--- src/hw/rtl/cau_sqrt_cell.sv ---
// One digit-by-digit square root cell: consumes two radicand bits, yields one root bit per lane.
module cau_sqrt_cell #(
	parameter int RW    = 64,
	parameter int LANES = 1
) (
	input  logic                        clk,
	input  logic [LANES-1:0][RW-1:0]    rad_i,
	input  logic [LANES-1:0][RW/2+1:0]  rem_i,
	input  logic [LANES-1:0][RW/2-1:0]  root_i,
	output logic [LANES-1:0][RW-1:0]    rad_o,
	output logic [LANES-1:0][RW/2+1:0]  rem_o,
	output logic [LANES-1:0][RW/2-1:0]  root_o
);

	localparam int H = RW / 2;

	logic [LANES-1:0][H+3:0] cur;
	logic [LANES-1:0][H+3:0] trial;
	logic [LANES-1:0][H+3:0] rem_n;
	logic [LANES-1:0]        ge;

	// bring down the next bit pair and try root*4+1
	always_comb begin
		for (int l = 0; l < LANES; l++) begin
			cur[l]   = {rem_i[l], rad_i[l][RW-1 -: 2]};
			trial[l] = {2'b00, root_i[l], 2'b01};
			ge[l]    = (cur[l] >= trial[l]);
			rem_n[l] = ge[l] ? (cur[l] - trial[l]) : cur[l];
		end
	end

	// advance radicand, remainder and root to the next cell
	always_ff @(posedge clk) begin
		for (int l = 0; l < LANES; l++) begin
			rad_o[l]  <= {rad_i[l][RW-3:0], 2'b00};
			rem_o[l]  <= rem_n[l][H+1:0];
			root_o[l] <= {root_i[l][H-2:0], ge[l]};
		end
	end

endmodule

--- config.mk ---
export PLATFORM = sky130hd
export DESIGN_NAME = cau_sqrt_cell
export DESIGN_NICKNAME = d
export VERILOG_FILES = /design/src/hw/rtl/cau_sqrt_cell.sv
export SDC_FILE = /design/constraint.sdc
export NUM_CORES = 1
export LEC_CHECK = 0
export BUFFER_PORTS_ARGS = -buffer_cell sky130_fd_sc_hd__buf_2
export CAP_MARGIN = 20
export CORE_MARGIN = 1
export CORE_UTILIZATION = 41
export DETAILED_ROUTE_END_ITERATION = 8
export HOLD_SLACK_MARGIN = 0.05
export PLACE_DENSITY = 0.75
export SYNTH_ARGS = -nofsm -noshare
export SYNTH_HDL_FRONTEND = slang
export SYNTH_SLANG_ARGS = --single-unit
--- constraint.sdc ---
create_clock -name clk -period 2.2 [get_ports clk]
set_input_delay 0.22 -clock clk [delete_from_list [all_inputs] [get_ports clk]]
set_output_delay 0.22 -clock clk [all_outputs]
set_load 0.03 [all_outputs]
==> summary.txt <==
GRT
  – Pin count of the biggest net entering global routing: 39
  – Number of antenna violations at the first check in global routing: 1
  – Vias in the first global route: 5467
  – Sum of overflow across all layers after global routing: 0
  – Global-route wire length before repair: 26.70 mm
  – GRT Total Usage: 0.2740

Clocking
  – Number of buffers created by CTS: 17
  – Clock tree from TritonCTS: yes
  – Worst-case clock buffer depth: 2
  – Count of clock tree sinks: 128
  – Clock tree root driver cell: sky130_fd_sc_hd__clkbuf_16
  – Clock slew at reported path FFs: 0.06 ns
  – Depth of the CTS H-tree: 4

STA
  – Final Worst Setup Slack: 0.01837 ns
  – Setup repair after global routing missed its margin: yes
  – Max_slew headroom: 0.6243
  – Number of max-slew violations in the final report: 0
  – Slew @ Worst Pin: 0.5592 ns
  – Setup_tns: 0 ns
  – Highest attainable clock frequency: 458.4 MHz
  – Number of endpoints with negative hold slack in the final report: 0
  – Share of the clock period used by the worst path after layout: 0.9916
  – Minimum clock period: 2.182 ns
  – Total setup violations reported at the end of the flow: 0

Worst setup path
  – Critical path origin: root_i[8]
  – Kind of end point of the critical path: register
  – Critical path data required time: 2.50 ns
  – Critical path fanouts, max: 4
  – Type of the worst setup path: input pin to register
  – CP startpoint kind: input pin
  – Endpoint arrival time on the critical path: 2.49 ns

Routing
  – Number of nets with antenna violations after routing: 0
  – Mean routed wirelength per cell: 15.57 um
  – DR iter-0 viols: 264
  – First-pass detailed-route iteration total: 5
  – Remaining routing DRC violations: 0
  – Vias per inst: 4.799
  – DR vias: 5500
  – Final wirelength: 17.84 mm

Synthesis
  – Sequential cell area fraction in the yosys report: 0.5091
  – Mapped Avg Cell Area: 9.928 sq um
  – Leading cell types by count after synthesis: sky130_fd_sc_hd__dfxtp_1 (128), sky130_fd_sc_hd__nand2_1 (58), sky130_fd_sc_hd__inv_1 (42)
  – Top_reg_cell synth: sky130_fd_sc_hd__dfxtp_1
  – Synthesized cell area: 5034 sq um
  – Yosys warns: 0
  – Number of register bits inferred by synthesis: 128
  – Ranking of synthesized cells by area: sky130_fd_sc_hd__dfxtp_1 (51%), sky130_fd_sc_hd__ha_1 (8.5%), sky130_fd_sc_hd__nand2_1 (4.3%)
  – Most common cell in the netlist: sky130_fd_sc_hd__dfxtp_1
  – Fraction of post-synthesis cell area in the top cell type by area: 0.5091
  – Synth Instances: 507
  – Async SR Flop Fraction: 0
  – Post-synth EDFFs: 0
  – Count of unique library cells instantiated by Yosys: 62
  – Biggest area consumer among synthesized cells: sky130_fd_sc_hd__dfxtp_1

Finish
  – Footprint of the multi-input gates: 2441 sq um
  – Layout overhead on the synthesized area: 82.25%
  – Total Nets Final: 1150
  – FF/Latch Area: 2562 sq um
  – Share of post-route cells with drive strength above 1: 0.4299
  – Count of fill cells added during filler insertion: 755

Placed design
  – Number of buffer cells added on primary ports: 258
  – Final Wtd Congestion: 0.8439
  – Dpl ws: -0.4624 ns
  – Post-DP HPWL: 10.95 mm

Power and ir drop
  – Clock power frac: 0.372
  – Internal cell power: 5107 uW
  – Switching share of total power: 0.3144
  – Final Power: 7450 uW
  – Power share of the combinational group: 0.278
  – Areal power density over the cells: 812.1 nW/um^2
  – P_sw: 2342 uW
  – Sequential fraction of design power: 0.350
  – Worst voltage drop across the vdd grid: 0.4801 mV
  – Leakage power of the design: 0.004579 uW

Floorplan
  – Area of the core region: 12010 sq um
  – Die Outline Area: 12720 sq um
  – Initial core utilization: 0.4191
  – Die boundary height: 112.8 um
  – FP Rows: 40
  – Width of the die: 112.8 um
  – IO Count: 261

Flow run
  – Max-Cap Viols: 0

Status
  – Run status: finished clean

Min path
  – Min-delay src: rem_i[3]
  – Path class of the lowest-slack min-delay path: input pin to register
-- flip-flops by register name, indices dropped and copies added (netlist names) --
register	flops
root_o	32
rem_o	34
rad_o	62
-- power by group through the flow --
stage	sequential (uW)	clock [uW]	combinational [uW]
final	2610	2770	2070
after global routing	2630	2920	2200
after CTS	2600	2800	1950
after detailed placement	2650	0	1780
after global placement	2650	0	1760
after floorplan	3130	0	614
-- through the flow --
step	hold slack, ns	instances	util	instance area, sq um
4_1_cts	0.05074	1140	0.7450	8949
2_1_floorplan	0.2477	508	-	5095
5_1_grt	0.07579	1146	0.7638	9174
3_5_place_dp	0.3239	990	0.5976	7178
3_3_place_gp	0.3222	990	0.5976	7178
6_report	0.06342	1146	0.7638	9174
-- worst max-delay path, cell delays in order --
cell and delay, ns:
sky130_fd_sc_hd__buf_2 0.09, sky130_fd_sc_hd__inv_1 0.04, sky130_fd_sc_hd__ha_1 0.34, sky130_fd_sc_hd__nand4_1 0.19
sky130_fd_sc_hd__nor4_4 0.27, sky130_fd_sc_hd__buf_4 0.15, sky130_fd_sc_hd__nand2_1 0.08, sky130_fd_sc_hd__o311ai_4 0.26
sky130_fd_sc_hd__a211oi_4 0.08, sky130_fd_sc_hd__o21a_1 0.25, sky130_fd_sc_hd__buf_4 0.16, sky130_fd_sc_hd__o41ai_2 0.35
-- cells in the final DEF, fill, tap and decap left out, drive strengths merged, types with 6 or more instances in the layout --
master,instances
nand4,7
clkbuf,18
buf,354
xnor2,14
xor2,13
inv,47
ha,34
dfxtp,128
nand2,58
nor3,10
dlygate4sd3,118
a21oi,28
a21o,20
o21ai,46
nor2,18
nand3,6
-- final cells by class --
class / instances / share of cell area
diodes: 1 / 0.0002728
clock buffers: 17 / 0.04637
clock inverters: 15 / 0.01718
inverters: 43 / 0.01814
multi-input cells: 322 / 0.2661
flip-flops and latches: 128 / 0.2793
well taps: 147 / 0.02005
repair buffers: 473 / 0.3526
-- layer usage --
layer	wire length, um	GRT usage
met1	6711	0.2745
met2	9328	0.5140
met3	1120	0.07070
met4	677	0.1538
met5	0	0
-- final timing paths --
| kind | end | slack [ns] | cells after the start |
|---|---|---|---|
| max | rem_o[33] | 0.02 | 12 |
| min | rem_o[5] | 0.06 | 3 |
-- kinds of logic after synthesis --
group | count (synthesis) | share of synthesized area
AO/OA/AOI/OAI | 133 | 0.1852
flip-flops | 128 | 0.5091
AND/OR/NAND/NOR | 120 | 0.1114
buffers and inverters | 59 | 0.05120
adder cells (fa/ha/maj) | 34 | 0.08451
XOR/XNOR | 27 | 0.04698
multiplexers | 5 | 0.01094
other | 1 | 0.0007450
-- timing repair --
item / CTS / global route
pin swaps: 0 / 10
buffers inserted: 0 / 3
endpoints found under the setup margin: 3 / 34
gates resized for setup: 1 / 26
gates cloned: 0 / 2
endpoints found under the hold margin: 118 / 0
hold buffers: 118 / 0
Note: power is estimated with default switching activity, not from simulation.
