[src/hw/rtl/cau_div_cell.sv]
// One restoring-division cell: two lanes share a divisor, one quotient bit per lane.
module cau_div_cell #(
	parameter int RW = 64,
	parameter int QW = 32
) (
	input  logic                 clk,
	input  logic [1:0][RW-1:0]   rem_i,
	input  logic [1:0][QW-1:0]   num_i,
	input  logic [1:0][QW-1:0]   quo_i,
	input  logic [RW-1:0]        den_i,
	output logic [1:0][RW-1:0]   rem_o,
	output logic [1:0][QW-1:0]   num_o,
	output logic [1:0][QW-1:0]   quo_o,
	output logic [RW-1:0]        den_o
);

	logic [1:0][RW:0]   trial;
	logic [1:0][RW:0]   diff;
	logic [1:0][RW-1:0] rem_n;
	logic [1:0]         ge;

	// shift in the next numerator bit, subtract the divisor where it fits
	always_comb begin
		for (int l = 0; l < 2; l++) begin
			trial[l] = {rem_i[l], num_i[l][QW-1]};
			diff[l]  = trial[l] - {1'b0, den_i};
			ge[l]    = (trial[l] >= {1'b0, den_i});
			rem_n[l] = ge[l] ? diff[l][RW-1:0] : trial[l][RW-1:0];
		end
	end

	// hand the partial remainder and quotient to the next cell
	always_ff @(posedge clk) begin
		for (int l = 0; l < 2; l++) begin
			rem_o[l] <= rem_n[l];
			num_o[l] <= {num_i[l][QW-2:0], 1'b0};
			quo_o[l] <= {quo_i[l][QW-2:0], ge[l]};
		end
		den_o <= den_i;
	end

endmodule

[config.mk]
export PLATFORM = sky130hd
export DESIGN_NAME = cau_div_cell
export DESIGN_NICKNAME = d
export VERILOG_FILES = /design/src/hw/rtl/cau_div_cell.sv
export SDC_FILE = /design/constraint.sdc
export NUM_CORES = 1
export LEC_CHECK = 0
export BUFFER_PORTS_ARGS = -buffer_cell sky130_fd_sc_hd__buf_2
export CORE_AREA = 2 2 251 253
export CTS_BUF_LIST = sky130_fd_sc_hd__clkbuf_8
export DETAILED_ROUTE_END_ITERATION = 8
export DIE_AREA = 0 0 253 255
export GPL_TIMING_DRIVEN = 0
export PLACE_DENSITY = 0.46
export SYNTH_ARGS = -nofsm -noshare
export SYNTH_HDL_FRONTEND = slang
export SYNTH_SLANG_ARGS = --single-unit
[constraint.sdc]
create_clock -name clk -period 6.7 [get_ports clk]
set_input_delay 1.34 -clock clk [delete_from_list [all_inputs] [get_ports clk]]
set_output_delay 1.34 -clock clk [all_outputs]
set_load 0.05 [all_outputs]
==> metrics.txt, run 1 <==
status finished clean; initial antenna violation count 10; Crit. End Element flop; Area growth, synth to finish 34.42%; port bufs 636; Initial Util between 20% and 30%; Detail Placement HPWL between 50,000 and 60,000 um; fraction of layout cells with a size suffix above 1 about 31%; Syn Area/Cell ~8.7 um2; largest net degree at the start of global routing 17; core box area 62,160 um2; first-pass GRT wire length around 100,000 um; die area around 65,000 um2; max cap viols 0; Sinks on Clock Net between 300 and 400; min-delay worst type input pin to flop; Hold Path Sink num_o[9]$_DFF_P_; synthesized flop and latch total between 300 and 400; DRT Wirelength about 71,000 um; RD Place Congestion about 0.9; Bufs on Longest Clock Path 3; Worst slew margin 28.06%; Cell Area, Synth 15,620 um2; count of cell types in the netlist 78; Final setup viols 0; Synth Warn # 0; WP data required between 7 and 8 ns; Fillers ~6,700; Synth async-reset ratio 0%; via count roughly 16,000; post-place setup slack around 0.46 ns; hold path start num_i[8]; critical path startpoint category input pin; worst setup margin about 1.3 ns; maximum fanout along the worst path 10; final core occ between 30 and 40%; FF/Latch Area about 6400 um2; Iter 0 DRT Violations just under 800; 1st-pass router iterations 5; worst setup path class input pin to flop; max frequency around 180 MHz; CTS buffer count 58; Multi-input gate area roughly 8500 um2; EDFF count, synth 0; post-cts repair resize count 0; Final Hold Vio Count 0; Synth Flop Type dfxtp_1; GR Overflow Total 0; Die Y 255 um; Peak VDD IR roughly 0.00018 V; Setup TNS 0 ns; CTS tree done; antenna-violating nets left 0; Min Clock Period, post-route roughly 5.4 ns; DR DRC count 0; vias in the first global route 15,810; Slew Limit Fails 0; Pleak 10.04 nW; Post-CTS Setup Bufs 0; via/cell ratio between 4 and 5; hold slack ~0.76 ns; cells after synthesis ~1,800; Worst Hold Path Cells 1; Worst-Margin Slew 1.071 ns; Routed wire per std cell between 20 and 25 um; critical path arrival between 5 and 6 ns; Core Rows between 90 and 100; PwrDens roughly 300 nW/um2; final-stage net count a little under 3,000; root buf cell clkbuf_8; Tcrit/Tclk final 81.30%; Seq/Total Area, Yosys 40.75%; Total GRT Usage between 20% and 30%; top-level I/O count roughly 640; H-tree levels 2; RSZ-0062 raised after global routing no; register clock-pin slew on the reported worst setup and hold paths roughly 0.060 ns; # hold bufs at CTS 0; Die Width approximately 250 um
-- critical path, stage by stage --
cell	delay, ns
buf_2	0.09
inv_1	0.07
ha_1	0.38
nand4_1	0.30
a21oi_1	0.38
o2111ai_1	0.28
a211oi_1	0.78
o21ai_1	0.35
a31oi_1	0.33
a31oi_1	0.26
inv_2	0.36
buf_2	0.49
buf_2	0.33
a21oi_1	0.16
-- report_power, final --
part / switching [W] / internal [W]
Sequential: 0.0000674 / 0.00212
Clock: 0.000853 / 0.00101
Combinational: 0.00166 / 0.000606
Total: 0.00258 / 0.00373
-- synth_stat cells, types with 14 or more instances --
cell | number | area [um2]
o211ai_1 | 14 | 105.1
a21oi_1 | 218 | 1091
o21bai_1 | 28 | 210.2
clkbuf_1 | 54 | 202.7
nand2_1 | 164 | 615.6
o21ai_0 | 91 | 455.4
buf_2 | 14 | 70.07
xnor2_1 | 63 | 551.8
and2_1 | 16 | 100.1
nand3_1 | 32 | 160.2
inv_1 | 102 | 382.9
ha_1 | 128 | 1602
a31oi_1 | 14 | 87.58
nand2b_1 | 19 | 118.9
o21ai_1 | 45 | 225.2
nor2b_1 | 14 | 87.58
nor3_1 | 16 | 80.08
nand4_1 | 40 | 250.2
a211oi_1 | 16 | 120.1
mux2_2 | 17 | 191.4
a21o_1 | 46 | 345.3
xor2_1 | 47 | 411.6
o21a_1 | 15 | 112.6
dfxtp_1 | 318 | 6366
nor2_1 | 123 | 461.7
-- flip-flops by register name, indices dropped and copies added (netlist names) --
signal and count:
den_o 64, rem_o 128, quo_o 64, num_o 62
-- layout by cell type (no fill, tap or decap), types with 5 or more instances in the layout --
cell and n:
a211oi_1 16, a21boi_0 6, a21o_1 46, a21oi_1 218, a31oi_1 14, and2_1 16, and3_1 12, buf_2 650
clkbuf_1 54, clkbuf_8 72, clkinv_2 8, dfxtp_1 318, diode_2 9, ha_1 128, inv_1 117, mux2_2 17
nand2_1 164, nand2b_1 19, nand3_1 32, nand4_1 40, nor2_1 123, nor2b_1 14, nor3_1 16, nor3b_1 5
nor4_1 11, o2111ai_1 7, o211ai_1 14, o21a_1 15, o21ai_0 91, o21ai_1 45, o21bai_1 28, o31a_1 5
o31ai_1 12, or3_1 6, xnor2_1 63, xor2_1 47
-- stage by stage --
stage | area [um2] | instances | power (W)
final | 21000 | 3343 | 0.006318
after global routing | 20990 | 3340 | 0.006637
after CTS | 20980 | 3334 | 0.006415
after detailed placement | 19810 | 3233 | 0.004502
after global placement | 19810 | 3233 | 0.004505
after floorplan | 15630 | 1798 | 0.003800
-- per-layer routing --
metal  share of wire (%)  up-vias  routed length (um)  global-route usage (%)
li1                    -     7768                   -                       -
met1                  38     7405               27280                   22.98
met2                  51      595               36500                   39.06
met3                 6.1      108                4347                   4.170
met4                 3.9        4                2770                   8.740
met5               0.037        -                  26                       0
-- final cells by class --
type | instances | area share, %
Clock buffer | 72 | 4.719
Clock inverter | 29 | 0.8402
Sequential cell | 318 | 30.32
Antenna cell | 9 | 0.1073
Inverter | 104 | 1.859
Multi-Input combinational cell | 1299 | 40.68
Timing Repair Buffer | 636 | 15.16
Tap cell | 799 | 4.761
Buffer | 77 | 1.555
-- worst max path at each step --
stage | from | endpoint | cells past startpoint
after floorplan | num_i[63] | rem_o[124]$_DFF_P_ | 13
after global placement | den_i[36] | rem_o[85]$_DFF_P_ | 15
after detailed placement | den_i[36] | rem_o[83]$_DFF_P_ | 15
after CTS | den_i[36] | rem_o[83]$_DFF_P_ | 15
after global routing | den_i[36] | rem_o[85]$_DFF_P_ | 15
final | den_i[5] | rem_o[85]$_DFF_P_ | 14
-- logic make-up after synthesis --
| group | count (synthesis) | synth area share [%] |
|---|---|---|
| AO/OA/AOI/OAI | 562 | 22.25 |
| AND/OR/NAND/NOR | 476 | 14.35 |
| flip-flops | 318 | 40.75 |
| buffers and inverters | 181 | 4.589 |
| adder cells (fa/ha/maj) | 130 | 10.51 |
| XOR/XNOR | 110 | 6.167 |
| multiplexers | 19 | 1.362 |
| other | 1 | 0.02401 |
Power figures use the tool's default switching activity.
==> run 2: changes to the inputs <==
--- a/config.mk
+++ b/config.mk
@@ -6,12 +6,12 @@
 export NUM_CORES = 1
 export LEC_CHECK = 0
 export BUFFER_PORTS_ARGS = -buffer_cell sky130_fd_sc_hd__buf_2
-export CORE_AREA = 2 2 251 253
+export CORE_AREA = 2 2 247 249
 export CTS_BUF_LIST = sky130_fd_sc_hd__clkbuf_8
 export DETAILED_ROUTE_END_ITERATION = 8
-export DIE_AREA = 0 0 253 255
+export DIE_AREA = 0 0 249 251
 export GPL_TIMING_DRIVEN = 0
-export PLACE_DENSITY = 0.46
+export PLACE_DENSITY = 0.49
 export SYNTH_ARGS = -nofsm -noshare
 export SYNTH_HDL_FRONTEND = slang
 export SYNTH_SLANG_ARGS = --single-unit
==> constraint.sdc (replaced) <==
create_clock -name clk -period 5 [get_ports clk]
set_input_delay 1 -clock clk [delete_from_list [all_inputs] [get_ports clk]]
set_output_delay 1 -clock clk [all_outputs]
set_load 0.05 [all_outputs]
==> run 2 against run 1 <==
Against the previous run: clock-buffer cell count shrank 2; non-clock buffer count is the same; critical path depth shrank 1; cell area grew 0.57%; sequential cell count is the same; setup slack lost 0.95 ns; final cell count shrank 0.48%; die area shrank 3.1%; routed wire length shrank 2.7%; combinational power grew 33%; sequential share of layout area shrank 0.17 points; total power grew 38%; largest cell class unchanged.
==> metrics.txt, run 2 (synthesis results as in run 1) <==
Slew Limit Fails 0; WP data required between 5 and 6 ns; Layout Cells excl Fill 3,327; Sw Pwr approximately 0.0035 W; critical path startpoint category input pin; Crit. End Element flop; root buf cell clkbuf_8; Die Y 251 um; Final Hold Vio Count 0; logic gate share of total power 34.7%; Min Clock Period, post-route 4.698 ns; # hold bufs at CTS 0; commonest non-fill, non-tap cell in the layout buf_2; Die Width 249 um; RD Place Congestion ~0.91; worst setup path class input pin to flop; port bufs between 600 and 700; internal power between 0.005 and 0.006 W; Fillers roughly 6,300; Post-CTS Setup Bufs 0; RSZ-0062 raised after global routing no; Routed wire per std cell approximately 21 um; Worst-Margin Slew between 0.9 and 1 ns; H-tree levels 2; maximum fanout along the worst path 10; commonest cells after routing, fill and taps aside 649 x buf_2, 318 x dfxtp_1, 218 x a21oi_1, 164 x nand2_1, 128 x ha_1; 1st-pass router iterations 6; Peak VDD IR about 0.00021 V; Area growth, synth to finish 35.19%; Core Rows 90; min-delay worst type input pin to flop; fraction of layout cells with a size suffix above 1 30.86%; Setup TNS 0 ns; Pleak 10.09 nW; Final setup viols 0; Switching Share about 40%; Iter 0 DRT Violations between 900 and 1,000; GR Overflow Total 0; clock power share approximately a third; core box area 59,790 um2; register clock-pin slew on the reported worst setup and hold paths roughly 0.060 ns; sequential fraction of design power 33.7%; Total GRT Usage about a fifth; initial antenna violation count 13; top flop regs rem_o x128, den_o x64, quo_o x64; via count roughly 16,000; via/cell ratio about 4.7; DR DRC count 0; final-stage net count around 3,000; vias in the first global route 15,770; critical path arrival between 5 and 6 ns; status finished clean; top-level I/O count 641; Tcrit/Tclk final 93.96%; Sinks on Clock Net 318; Initial Util a little over a quarter; Detail Placement HPWL a little under 60,000 um; Worst slew margin 33.70%; DRT Wirelength roughly 69,000 um; Bufs on Longest Clock Path 3; largest net degree at the start of global routing 17; Cells after DPL around 3,200; max frequency roughly 210 MHz; max cap viols 0; CTS tree done; CTS buffer count 56; antenna-violating nets left 0; Largest Register rem_o; first-pass GRT wire length roughly 99,000 um; PwrDens 412.0 nW/um2; max FFs per register ~130; die area 62,500 um2
-- run 2: changes by cell type in the layout (fill, tap and decap cells not counted), moves of 2 or more --
| cell | before | now |
|---|---|---|
| bufinv_16 | 1 | 6 |
| clkbuf_8 | 72 | 70 |
| clkinv_2 | 8 | 6 |
| clkinvlp_4 | 3 | 5 |
-- run 2: worst paths after layout --
check      start                  to  slack [ns]  cells after the start
min    quo_i[47]   quo_o[48]$_DFF_P_        0.44                      1
max    den_i[30]  rem_o[103]$_DFF_P_        0.30                     13
-- run 2: metal layers --
layer	part of all wire, %	GRT usage (%)	up-vias	wire length [um]
li1	-	-	7761	-
met1	39	23.33	7359	27010
met2	52	39.75	581	35970
met3	5.6	4.080	100	3896
met4	3.0	7.965	2	2076
met5	0.019	0	-	13
-- run 2: power groups by stage --
stage,logic (W),clock network (W),registers [W]
after floorplan,0.00104,0,0.00406
after global placement,0.00303,0,0.00299
after detailed placement,0.00302,0,0.00299
after CTS,0.00303,0.00286,0.00294
after global routing,0.00321,0.00295,0.00296
final,0.00302,0.00275,0.00293
-- run 2: critical path, stage by stage --
cell	delay [ns]
buf_2	0.13
inv_1	0.12
ha_1	0.29
clkbuf_1	0.29
and4_1	0.31
nor2b_1	0.27
nand3_1	0.29
or3_1	0.61
o21ai_1	0.33
a31oi_1	0.19
inv_2	0.40
buf_2	0.56
mux2_2	0.40
-- run 2: stage by stage --
step	area, um2	utilization, %	hold WS [ns]	setup WS [ns]	power (W)
after CTS	21090	35.27	0.3580	0.1466	0.008835
final	21120	35.32	0.4354	0.3019	0.008700
after global routing	21110	35.30	0.3772	0.05732	0.009121
after detailed placement	19790	33.09	1.104	-0.9379	0.006013
after global placement	19790	33.09	1.103	-0.9063	0.006017
after floorplan	15630	-	1.028	1.237	0.005092
-- run 2: repair_timing --
action / CTS / global route
gates resized for setup: 1 / 2
setup endpoints to repair: 51 / 42
pin swaps: 0 / 0
hold endpoints to repair: 0 / 0
-- run 2: cell type report --
cell class / count / area, um2 / area share [%]
buffer: 77 / 329.1 / 1.558
timing repair buffer: 636 / 3183 / 15.07
sequential: 318 / 6366 / 30.15
antenna: 8 / 20.02 / 0.09480
clock buffer: 70 / 963.4 / 4.562
multi-input combinational: 1299 / 8554 / 40.51
tap: 782 / 978.4 / 4.633
inverter: 104 / 390.4 / 1.849
clock inverter: 33 / 332.8 / 1.576
